`src/rtl/jtqsl_pkg.sv`:
```
package jtqsl_pkg;
	localparam int JOINTS_DEF      = 12;
	localparam int QUEUE_DEPTH_DEF = 16;

	typedef enum logic [1:0] {
		CMD_MODE  = 2'd0,
		CMD_ENQ   = 2'd1,
		CMD_TICK  = 2'd2,
		CMD_LIMIT = 2'd3
	} cmd_t;

	typedef enum logic [1:0] {
		MODE_INIT    = 2'd0,
		MODE_EXECUTE = 2'd1,
		MODE_POLICY  = 2'd2,
		MODE_STOP    = 2'd3
	} mode_t;

	typedef enum logic [1:0] {
		ST_OK         = 2'd0,
		ST_BAD_TRANS  = 2'd1,
		ST_WRONG_MODE = 2'd2,
		ST_FULL       = 2'd3
	} status_t;

	localparam logic [0:0] CFG_MAX_STEP  = 1'b0;
	localparam logic [0:0] CFG_THRESHOLD = 1'b1;

	// request handed from front to back through the queue
	typedef struct packed {
		cmd_t        cmd;
		mode_t       mode_req;
		logic [3:0]  joint;
		logic [15:0] value;
		logic [15:0] value_high;
		logic        last_joint;
	} req_t;
endpackage

```
`src/rtl/jtqsl_front.sv`:
```
module jtqsl_front
	import jtqsl_pkg::*;
(
	input  logic        clk,
	input  logic        arst_n,
	input  logic        in_valid,
	output logic        in_stall,
	input  req_t        in_req,
	output logic        q_valid,
	input  logic        q_pop,
	output req_t        q_req
);
	localparam int QD = 2;

	req_t       buf_q [QD];
	logic       wr_q, rd_q;
	logic [1:0] cnt_q;
	logic       push;

	assign in_stall = (cnt_q == 2'(QD));
	assign push     = in_valid && !in_stall;
	assign q_valid  = (cnt_q != 2'd0);
	assign q_req    = buf_q[rd_q];

	always_ff @(posedge clk) begin
		if (push) buf_q[wr_q] <= in_req;
	end

	always_ff @(posedge clk or negedge arst_n) begin
		if (!arst_n) begin
			wr_q  <= 1'b0;
			rd_q  <= 1'b0;
			cnt_q <= 2'd0;
		end else begin
			if (push) wr_q <= ~wr_q;
			if (q_pop) rd_q <= ~rd_q;
			cnt_q <= cnt_q + 2'(push) - 2'(q_pop);
		end
	end
endmodule

```
`src/rtl/jtqsl_back.sv`:
```
module jtqsl_back
	import jtqsl_pkg::*;
#(
	parameter int JOINTS      = JOINTS_DEF,
	parameter int QUEUE_DEPTH = QUEUE_DEPTH_DEF
) (
	input  logic        clk,
	input  logic        arst_n,
	input  logic        q_valid,
	output logic        q_pop,
	input  req_t        q_req,
	input  logic [14:0] max_step,
	input  logic [14:0] arrive_tol,
	output logic        out_valid,
	input  logic        out_stall,
	output logic        kind,
	output logic [1:0]  status,
	output logic [3:0]  joint_out,
	output logic signed [15:0] position,
	output logic        last
);
	localparam int QW = (QUEUE_DEPTH > 1) ? $clog2(QUEUE_DEPTH) : 1;
	localparam int CW = $clog2(QUEUE_DEPTH + 1);
	localparam int JW = (JOINTS > 1) ? $clog2(JOINTS) : 1;
	localparam int AW = QW + JW;
	localparam int MD = QUEUE_DEPTH * JOINTS;

	typedef enum logic [2:0] {S_IDLE, S_PUSH, S_POPRD, S_POPWR, S_TICK, S_OUT} st_t;

	st_t st_q;
	mode_t mode_q;
	logic [QW-1:0] head_q;
	logic [CW-1:0] count_q;
	logic active_q, reached_q;
	logic [JW-1:0] j_q;
	logic [AW-1:0] addr_q;
	logic signed [15:0] asm_q [JOINTS];
	logic signed [15:0] act_q [JOINTS];
	logic signed [15:0] cmdp_q [JOINTS];
	logic signed [15:0] lo_q [JOINTS];
	logic signed [15:0] hi_q [JOINTS];
	logic signed [15:0] mem [MD];
	logic signed [15:0] rd_q;

	logic jvalid, trans_ok, mode_run;
	logic signed [15:0] v, clamped;
	logic signed [17:0] diff, mag, stp, nd;
	logic [QW-1:0] tail;
	int tail_sum;

	assign jvalid   = (32'(q_req.joint) < JOINTS);
	assign mode_run = (mode_q == MODE_EXECUTE) || (mode_q == MODE_POLICY);
	always_comb begin
		trans_ok = (q_req.mode_req == mode_q)
			|| (mode_q == MODE_INIT && (q_req.mode_req == MODE_EXECUTE
				|| q_req.mode_req == MODE_POLICY))
			|| (mode_run && q_req.mode_req == MODE_STOP)
			|| (mode_q == MODE_STOP && q_req.mode_req == MODE_INIT);
		v = q_req.value;
		clamped = v;
		if (jvalid) begin
			if (v < lo_q[q_req.joint[JW-1:0]]) clamped = lo_q[q_req.joint[JW-1:0]];
			else if (v > hi_q[q_req.joint[JW-1:0]]) clamped = hi_q[q_req.joint[JW-1:0]];
		end
		diff = 18'(act_q[j_q]) - 18'(cmdp_q[j_q]);
		mag  = diff[17] ? -diff : diff;
		stp  = {3'b000, max_step};
		nd   = diff;
		if (diff > stp) nd = stp;
		else if (diff < -stp) nd = -stp;
		// tail slot of the target queue, wrapped by one compare
		tail_sum = 32'(head_q) + 32'(count_q);
		tail = QW'((tail_sum >= QUEUE_DEPTH) ? tail_sum - QUEUE_DEPTH : tail_sum);
	end

	assign q_pop = (st_q == S_IDLE) && q_valid && !(out_valid && out_stall);

	// queue memory: one joint written in each S_PUSH state; reads are registered into rd_q
	always_ff @(posedge clk) begin
		if (st_q == S_PUSH) mem[addr_q] <= asm_q[j_q];
		rd_q <= mem[addr_q];
	end

	always_ff @(posedge clk) begin
		if (q_pop && q_req.cmd == CMD_ENQ && jvalid)
			asm_q[q_req.joint[JW-1:0]] <= clamped;
		if (st_q == S_POPWR) act_q[j_q] <= rd_q;
	end

	always_ff @(posedge clk or negedge arst_n) begin
		if (!arst_n) begin
			st_q <= S_IDLE; mode_q <= MODE_INIT; head_q <= '0; count_q <= '0;
			active_q <= 1'b0; reached_q <= 1'b0;
			j_q <= '0; addr_q <= '0;
			out_valid <= 1'b0; kind <= 1'b0; status <= ST_OK;
			joint_out <= '0; position <= '0; last <= 1'b0;
			for (int i = 0; i < JOINTS; i++) begin
				cmdp_q[i] <= '0; lo_q[i] <= 16'sh8000; hi_q[i] <= 16'sh7fff;
			end
		end else begin
			if (out_valid && !out_stall) out_valid <= 1'b0;
			case (st_q)
				S_IDLE: if (q_pop) begin
					kind <= 1'b0; joint_out <= '0; position <= '0; last <= 1'b1;
					status <= ST_OK;
					case (q_req.cmd)
						CMD_MODE: begin
							out_valid <= 1'b1;
							if (trans_ok) mode_q <= q_req.mode_req;
							else status <= ST_BAD_TRANS;
						end
						CMD_ENQ: begin
							if (!q_req.last_joint) out_valid <= 1'b1;
							else if (!mode_run) begin
								out_valid <= 1'b1; status <= ST_WRONG_MODE;
							end else if (32'(count_q) >= QUEUE_DEPTH) begin
								out_valid <= 1'b1; status <= ST_FULL;
							end else begin
								j_q <= '0;
								st_q <= S_PUSH;
							end
						end
						CMD_LIMIT: begin
							out_valid <= 1'b1;
							if (jvalid) begin
								lo_q[q_req.joint[JW-1:0]] <= q_req.value;
								hi_q[q_req.joint[JW-1:0]] <= q_req.value_high;
							end
						end
						default: begin
							j_q <= '0; reached_q <= 1'b1;
							if (active_q) st_q <= S_TICK;
							else if (count_q != '0) begin
								addr_q <= AW'(32'(head_q) * JOINTS);
								st_q <= S_POPRD;
							end else out_valid <= 1'b1;
						end
					endcase
					if (q_req.cmd == CMD_ENQ)
						addr_q <= AW'(32'(tail) * JOINTS);
				end
				S_PUSH: begin
					if (32'(j_q) == JOINTS - 1) begin
						count_q <= count_q + 1'b1; out_valid <= 1'b1; st_q <= S_IDLE;
					end else begin
						j_q <= j_q + 1'b1; addr_q <= addr_q + 1'b1;
					end
				end
				S_POPRD: st_q <= S_POPWR;
				S_POPWR: begin
					if (32'(j_q) == JOINTS - 1) begin
						if (32'(head_q) == QUEUE_DEPTH - 1) head_q <= '0;
						else head_q <= head_q + 1'b1;
						count_q <= count_q - 1'b1; active_q <= 1'b1;
						j_q <= '0; st_q <= S_TICK;
					end else begin
						j_q <= j_q + 1'b1; addr_q <= addr_q + 1'b1; st_q <= S_POPRD;
					end
				end
				S_TICK: if (!out_valid || !out_stall) begin
					kind <= 1'b1; status <= ST_OK; joint_out <= 4'(j_q);
					out_valid <= 1'b1;
					last <= (32'(j_q) == JOINTS - 1);
					if (mag > {3'b000, arrive_tol}) begin
						reached_q <= 1'b0;
						cmdp_q[j_q] <= cmdp_q[j_q] + 16'(nd);
						position <= cmdp_q[j_q] + 16'(nd);
					end else position <= cmdp_q[j_q];
					if (32'(j_q) == JOINTS - 1) begin
						st_q <= S_OUT;
						if (reached_q && !(mag > {3'b000, arrive_tol}))
							active_q <= 1'b0;
					end else j_q <= j_q + 1'b1;
				end
				S_OUT: st_q <= S_IDLE;
				default: st_q <= S_IDLE;
			endcase
		end
	end
endmodule

```
`src/rtl/joint_target_queue_slew_limiter_unit.sv`:
```
// channel   direction  handshake        payload
// in        to block   valid / stall    command mode_request joint value value_high last_joint
// out       from block valid / stall    kind status joint_out position last
// cfg       to block   valid / ready    index data (max_step, arrive tolerance)
// mode, limit and non-final enqueue requests finish in S_IDLE; a push copies one joint a cycle
// through the single-port queue memory; a tick pops the head entry via S_POPRD/S_POPWR
// when needed, then walks one joint per cycle unless out_stall holds it, one result each, then S_OUT
// reset clears mode, queue pointers and commands, and sets the limit table to full range, at once
// a two-entry front queue takes requests while the back end waits on out_stall
module joint_target_queue_slew_limiter_unit
	import jtqsl_pkg::*;
#(
	parameter int JOINTS      = JOINTS_DEF,
	parameter int QUEUE_DEPTH = QUEUE_DEPTH_DEF
) (
	input  logic        clk,
	input  logic        arst_n,
	input  logic        in_valid,
	output logic        in_stall,
	input  logic [1:0]  command,
	input  logic [1:0]  mode_request,
	input  logic [3:0]  joint,
	input  logic signed [15:0] value,
	input  logic signed [15:0] value_high,
	input  logic        last_joint,
	output logic        out_valid,
	input  logic        out_stall,
	output logic        kind,
	output logic [1:0]  status,
	output logic [3:0]  joint_out,
	output logic signed [15:0] position,
	output logic        last,
	input  logic        cfg_valid,
	output logic        cfg_ready,
	input  logic [0:0]  cfg_index,
	input  logic [14:0] cfg_data
);
	req_t        in_req, q_req;
	logic        q_valid, q_pop;
	logic [14:0] max_step_q, thr_q;

	// request as packed for the front queue
	assign in_req = '{cmd: cmd_t'(command), mode_req: mode_t'(mode_request), joint: joint,
		value: value, value_high: value_high, last_joint: last_joint};

	// register writes are always taken
	assign cfg_ready = 1'b1;
	always_ff @(posedge clk or negedge arst_n) begin
		if (!arst_n) begin
			max_step_q <= 15'd41;
			thr_q      <= 15'd4;
		end else if (cfg_valid) begin
			case (cfg_index)
				CFG_MAX_STEP:  max_step_q <= cfg_data;
				CFG_THRESHOLD: thr_q      <= cfg_data;
				default: ;
			endcase
		end
	end

	jtqsl_front u_front (
		.clk, .arst_n, .in_valid, .in_stall, .in_req,
		.q_valid, .q_pop, .q_req
	);

	jtqsl_back #(.JOINTS(JOINTS), .QUEUE_DEPTH(QUEUE_DEPTH)) u_back (
		.clk, .arst_n, .q_valid, .q_pop, .q_req,
		.max_step(max_step_q), .arrive_tol(thr_q),
		.out_valid, .out_stall, .kind, .status, .joint_out, .position, .last
	);
endmodule
```
`config.mk`:
```
export PLATFORM = sky130hd
export DESIGN_NAME = joint_target_queue_slew_limiter_unit
export DESIGN_NICKNAME = d
export VERILOG_FILES = /design/src/rtl/jtqsl_pkg.sv /design/src/rtl/jtqsl_front.sv /design/src/rtl/jtqsl_back.sv /design/src/rtl/joint_target_queue_slew_limiter_unit.sv
export SDC_FILE = /design/constraint.sdc
export NUM_CORES = 2
export LEC_CHECK = 0
export ABC_AREA = 1
export BUFFER_PORTS_ARGS = -buffer_cell sky130_fd_sc_hd__buf_4
export CAP_MARGIN = 0
export CELL_PAD_IN_SITES_DETAIL_PLACEMENT = 0
export CELL_PAD_IN_SITES_GLOBAL_PLACEMENT = 1
export CORE_UTILIZATION = 40
export CTS_CLUSTER_DIAMETER = 80
export DETAILED_ROUTE_END_ITERATION = 16
export PLACE_DENSITY = 0.76
export SETUP_SLACK_MARGIN = 0.15
export SLEW_MARGIN = 25
export SYNTH_ARGS = -nofsm -noshare
export SYNTH_HDL_FRONTEND = slang
export SYNTH_SLANG_ARGS = --single-unit
export TNS_END_PERCENT = 10
```
`constraint.sdc`:
```
create_clock -name clk -period 7.25 [get_ports clk]
set_clock_uncertainty 0.05 [all_clocks]
set_input_delay 1.0875 -clock clk [delete_from_list [all_inputs] [get_ports clk]]
set_output_delay 1.0875 -clock clk [all_outputs]
set_load 0.05 [all_outputs]
```
==> summary by stage <==
Global route
The total congestion overflow is 0. The first-pass GRT wire length is 748000 um. The via count of the first global-routing pass was 109664. The global-route total usage across every layer is 22.9%. The number of antenna violations at the first check in global routing is 15. The maximum number of pins on one net before global-route repair is 193.

Synth
The total of warnings raised by yosys is 0. The number of enable flip-flop cells after synthesis is 3538. The number of distinct library cell variants in the gate-level netlist after synthesis is 67. The fraction of the yosys area taken by sequential cells is 71.6%. The average cell area after synthesis is 12.0 sq um. For this run, asynchronously set or reset flops after synthesis account for 15.7%. Synthesis produced a netlist with a net count of 14553.

In this run the cell area of the synthesized design comes to 172000 sq um. The most frequently used flop master after synthesis is edfxtp_1. Counting flops and latches in the post-synthesis netlist gives 4217. The cell count after synthesis came out at 14345.

Setup path
For this run, the slowest stage of the critical path takes 500 ps. The data arrival time of the critical path is 7570 ps. The kind of capture point of the worst setup path is a flip-flop. The cell with the largest stage delay on the worst path is dfrtp_4. The worst setup path is launched from a flip-flop. The register-to-register path setup slack is 460 ps. The class of the most critical setup path is reg -> reg. In this design, the critical path's most frequently occurring cell is nand2_1.

Of all nets on the critical path, the largest fanout is 7. Data on the critical path is required at its endpoint by 8020 ps.

Timing
Subtracting the final worst setup slack from the clock period gives 6790 ps. The part of the cycle the worst path needs is 93.7%. For the pin with the worst max-slew slack, the measured transition is 1160 ps.

The count of endpoints failing setup in the final report is 0. The fmax is 147 MHz. The max-slew violation count is 0. The number of hold violations in the final report is 0. The tightest slew margin relative to the limit is 22.5%.

For the final routed database, the setup TNS stands at 0 ps. Setup repair after global routing could not meet its margin everywhere.

Floorplan
Pin placement for this block handled 89 I/O pins. The chip width is 658 um. Once the floorplan was initialized, standard cells occupied 40.2% of the core. The area of the core region is 428000 sq um. The die covers 434000 sq um.

The standard-cell row count is 240. The die height is 658 um.

Power
Total power for the finished layout comes to 96.0 mW. The analysis attributes to cell leakage a power of 69.0 nW. Across the VDD grid, the largest voltage drop is 1.02 mV. The power density over cell area is 487 nW/um^2.

Route
In this run the remaining antenna-violating nets after routing total 0. The number of remaining DRC errors is 0. For this block, the initial DRC count from the detailed router was 14483.

After detailed routing, the average wire length per cell comes to 25.1 um. The overall via count from detail_route is 117437. After detailed routing, the number of vias per cell comes to 5.72. The number of detailed-routing iterations run before antenna repair is 6. Wires add up to 516000 um.

Clock network
Clock latency on the worst-skew pair, taken at its later pin, is 1000 ps. The total of hold buffers inserted after clock tree synthesis is 0. TritonCTS built the clock tree. Clock-pin slew was measured on the worst setup and hold paths at 60 ps.

The cell sitting at the root of the clock tree is a clkbuf_16. No sink is reached through more buffers than the 4 on the longest clock path. CTS saw 4217 sinks. The clock buffer count from CTS is 427. The deepest level of the CTS H-tree is 5.

Layout
At the end of the flow, the number of nets in the layout was 14694. The area overhead of the layout relative to synthesis is 14.3%. The count of fill cells added during filler insertion is 38420. The utilization after layout is 46.0%. The post-route netlist has 12.1% of its cells at a drive strength greater than 1.

Placed design
The number of port buffers is 87. At the end of routability-driven placement, the weighted congestion stood at 0.856. Detailed placement finished with a half-perimeter wire length of 293000 um.

Worst hold path
The worst hold path belongs to the class in -> async.

Job
The tool flagged a number of max-cap violations equal to 0.

Status
The run finished with clean final reports.
cell usage after synthesis, types with 8 or more instances:
cell type	count	area, sq um
edfxtp_1	3538	106000
o21ai_0	2318	11600
nor2_1	2306	8660
nand2_1	1523	5720
o22ai_1	1026	6420
clkbuf_1	865	3250
inv_1	548	2060
dfrtp_1	467	11700
dfstp_2	196	5150
nand3_1	181	906
a21oi_1	174	871
ha_1	140	1750
a221oi_1	136	1190
a31oi_1	129	807
a22o_1	102	893
o21ai_1	79	395
o221ai_1	57	499
nand4_1	53	332
a41oi_1	52	455
buf_1	51	191
buf_2	46	230
o21ai_2	40	350
xor2_1	38	333
a22oi_1	36	270
nor3_1	35	175
inv_2	19	71.3
nor3_2	17	170
dfxtp_1	16	320
o211ai_1	14	105
o31ai_1	12	90.1
xnor2_1	11	96.3
a211oi_1	10	75.1
o32ai_1	10	87.6
clkinv_1	9	33.8
nand2_2	8	50.1
nor2_2	8	50.1
or2_2	8	50.1
stage by stage:
stage	cells	setup slack, ps	instance area (sq um)	hold slack [ps]
after detailed placement	19679	64.5	182000	410
after global placement	19676	146	182000	408
final	20537	457	197000	57.8
after CTS	20472	158	196000	25.9
after floorplan	14345	182	172000	387
after global routing	20531	21.3	197000	63.6
report_power, final:
group / leakage [nW] / internal (mW) / total, mW / switching (mW)
Combinational: 22.6 / 11.7 / 41.3 / 29.6
Clock: 6.67 / 12.3 / 21.8 / 9.47
Sequential: 39.8 / 32.2 / 33.0 / 0.815
Total: 69.0 / 56.1 / 96.0 / 39.9
final timing paths:
kind	cells after the start	to	start
worst max register to register	46	u_back.cmdp_q[30]	u_back.j_q[0]
worst min register to register	2	u_back.cmdp_q[133]	u_back.cmdp_q[133]
max in group asynchronous	3	u_back.lo_q[175]	arst_n
worst max-delay path	46	u_back.cmdp_q[30]	u_back.j_q[0]
worst min-delay path	1	u_back.hi_q[47]	arst_n
min in group clk	1	u_front.buf_q[1][2]	value_high[1]
flip-flops by register name (all words and copies together), names as in the netlist, 5 cells and up:
signal / flops
u_back.mem: 3072
u_back.act_q: 192
u_back.asm_q: 192
u_back.cmdp_q: 192
u_back.hi_q: 192
u_back.lo_q: 192
u_front.buf_q: 82
u_back.position: 16
u_back.rd_q: 16
max_step_q: 15
thr_q: 15
u_back.addr_q: 8
u_back.count_q: 5
worst max-delay path: cells and delay by family (launching register included):
kind	cells	cell delay, ps
simple gates	20	1780
compound gates	13	1770
fa+ha+maj	4	1200
buf+inv	8	1130
flops	1	500
xor+xnor	1	190
cells in the final DEF, fill, tap and decap left out, types with 22 or more instances in the layout:
cell / Yosys / layout
inv_2: 19 / 26
nand4_1: 53 / 53
bufinv_16: 0 / 34
nand3_2: 6 / 22
nor2_2: 8 / 39
buf_4: 2 / 581
nand2_1: 1523 / 1504
o21ai_2: 40 / 43
nand2_2: 8 / 25
clkinv_2: 0 / 75
a31oi_1: 129 / 129
dfstp_2: 196 / 196
clkinv_1: 9 / 92
nor2_1: 2306 / 2255
a221oi_1: 136 / 135
a22o_1: 102 / 102
a21oi_1: 174 / 165
nand3_1: 181 / 142
o22ai_1: 1026 / 1026
nand3_4: 1 / 24
clkbuf_16: 0 / 443
o21ai_1: 79 / 100
nor3_2: 17 / 33
o21ai_0: 2318 / 2294
ha_1: 140 / 125
a41oi_1: 52 / 52
dfrtp_1: 467 / 462
o221ai_1: 57 / 57
edfxtp_1: 3538 / 3538
a22oi_1: 36 / 36
buf_12: 0 / 59
xor2_1: 38 / 36
inv_1: 548 / 538
clkbuf_1: 865 / 93
what timing repair did:
item | CTS | global route
buffers inserted | 6 | 31
pin swaps | 1 | 42
setup endpoints to repair | 18 | 93
resized for setup | 16 | 138
cloned | 1 | 19
layout make-up:
class,count,area (sq um),share of cell area (%)
Clock inverter,246,2370,1.20
Tap cell,5687,7120,3.61
Multi-Input combinational cell,8581,44200,22.4
Antenna cell,7,17.5,0.00889
Inverter,576,2230,1.13
Clock buffer,540,11300,5.76
Timing Repair Buffer,679,6360,3.23
Timing Repair inverter,4,42.5,0.0216
Sequential cell,4217,123000,62.6
cells by family after synthesis:
kind of cell	share of synthesized area, %
other	0.00218
AND/OR/NAND/NOR	9.49
adder cells (fa/ha/maj)	1.09
flip-flops	71.6
XOR/XNOR	0.277
multiplexers	0.00581
buffers and inverters	3.44
AO/OA/AOI/OAI	14.1
layer usage:
| layer | GRT usage (%) | up-vias | wire length [um] |
|---|---|---|---|
| li1 | - | 52572 | - |
| met1 | 31.6 | 58390 | 211000 |
| met2 | 36.8 | 5496 | 241000 |
| met3 | 3.49 | 971 | 44400 |
| met4 | 8.17 | 8 | 19400 |
| met5 | 0 | - | 56 |
No activity file was read; power rests on OpenSTA's default activity.
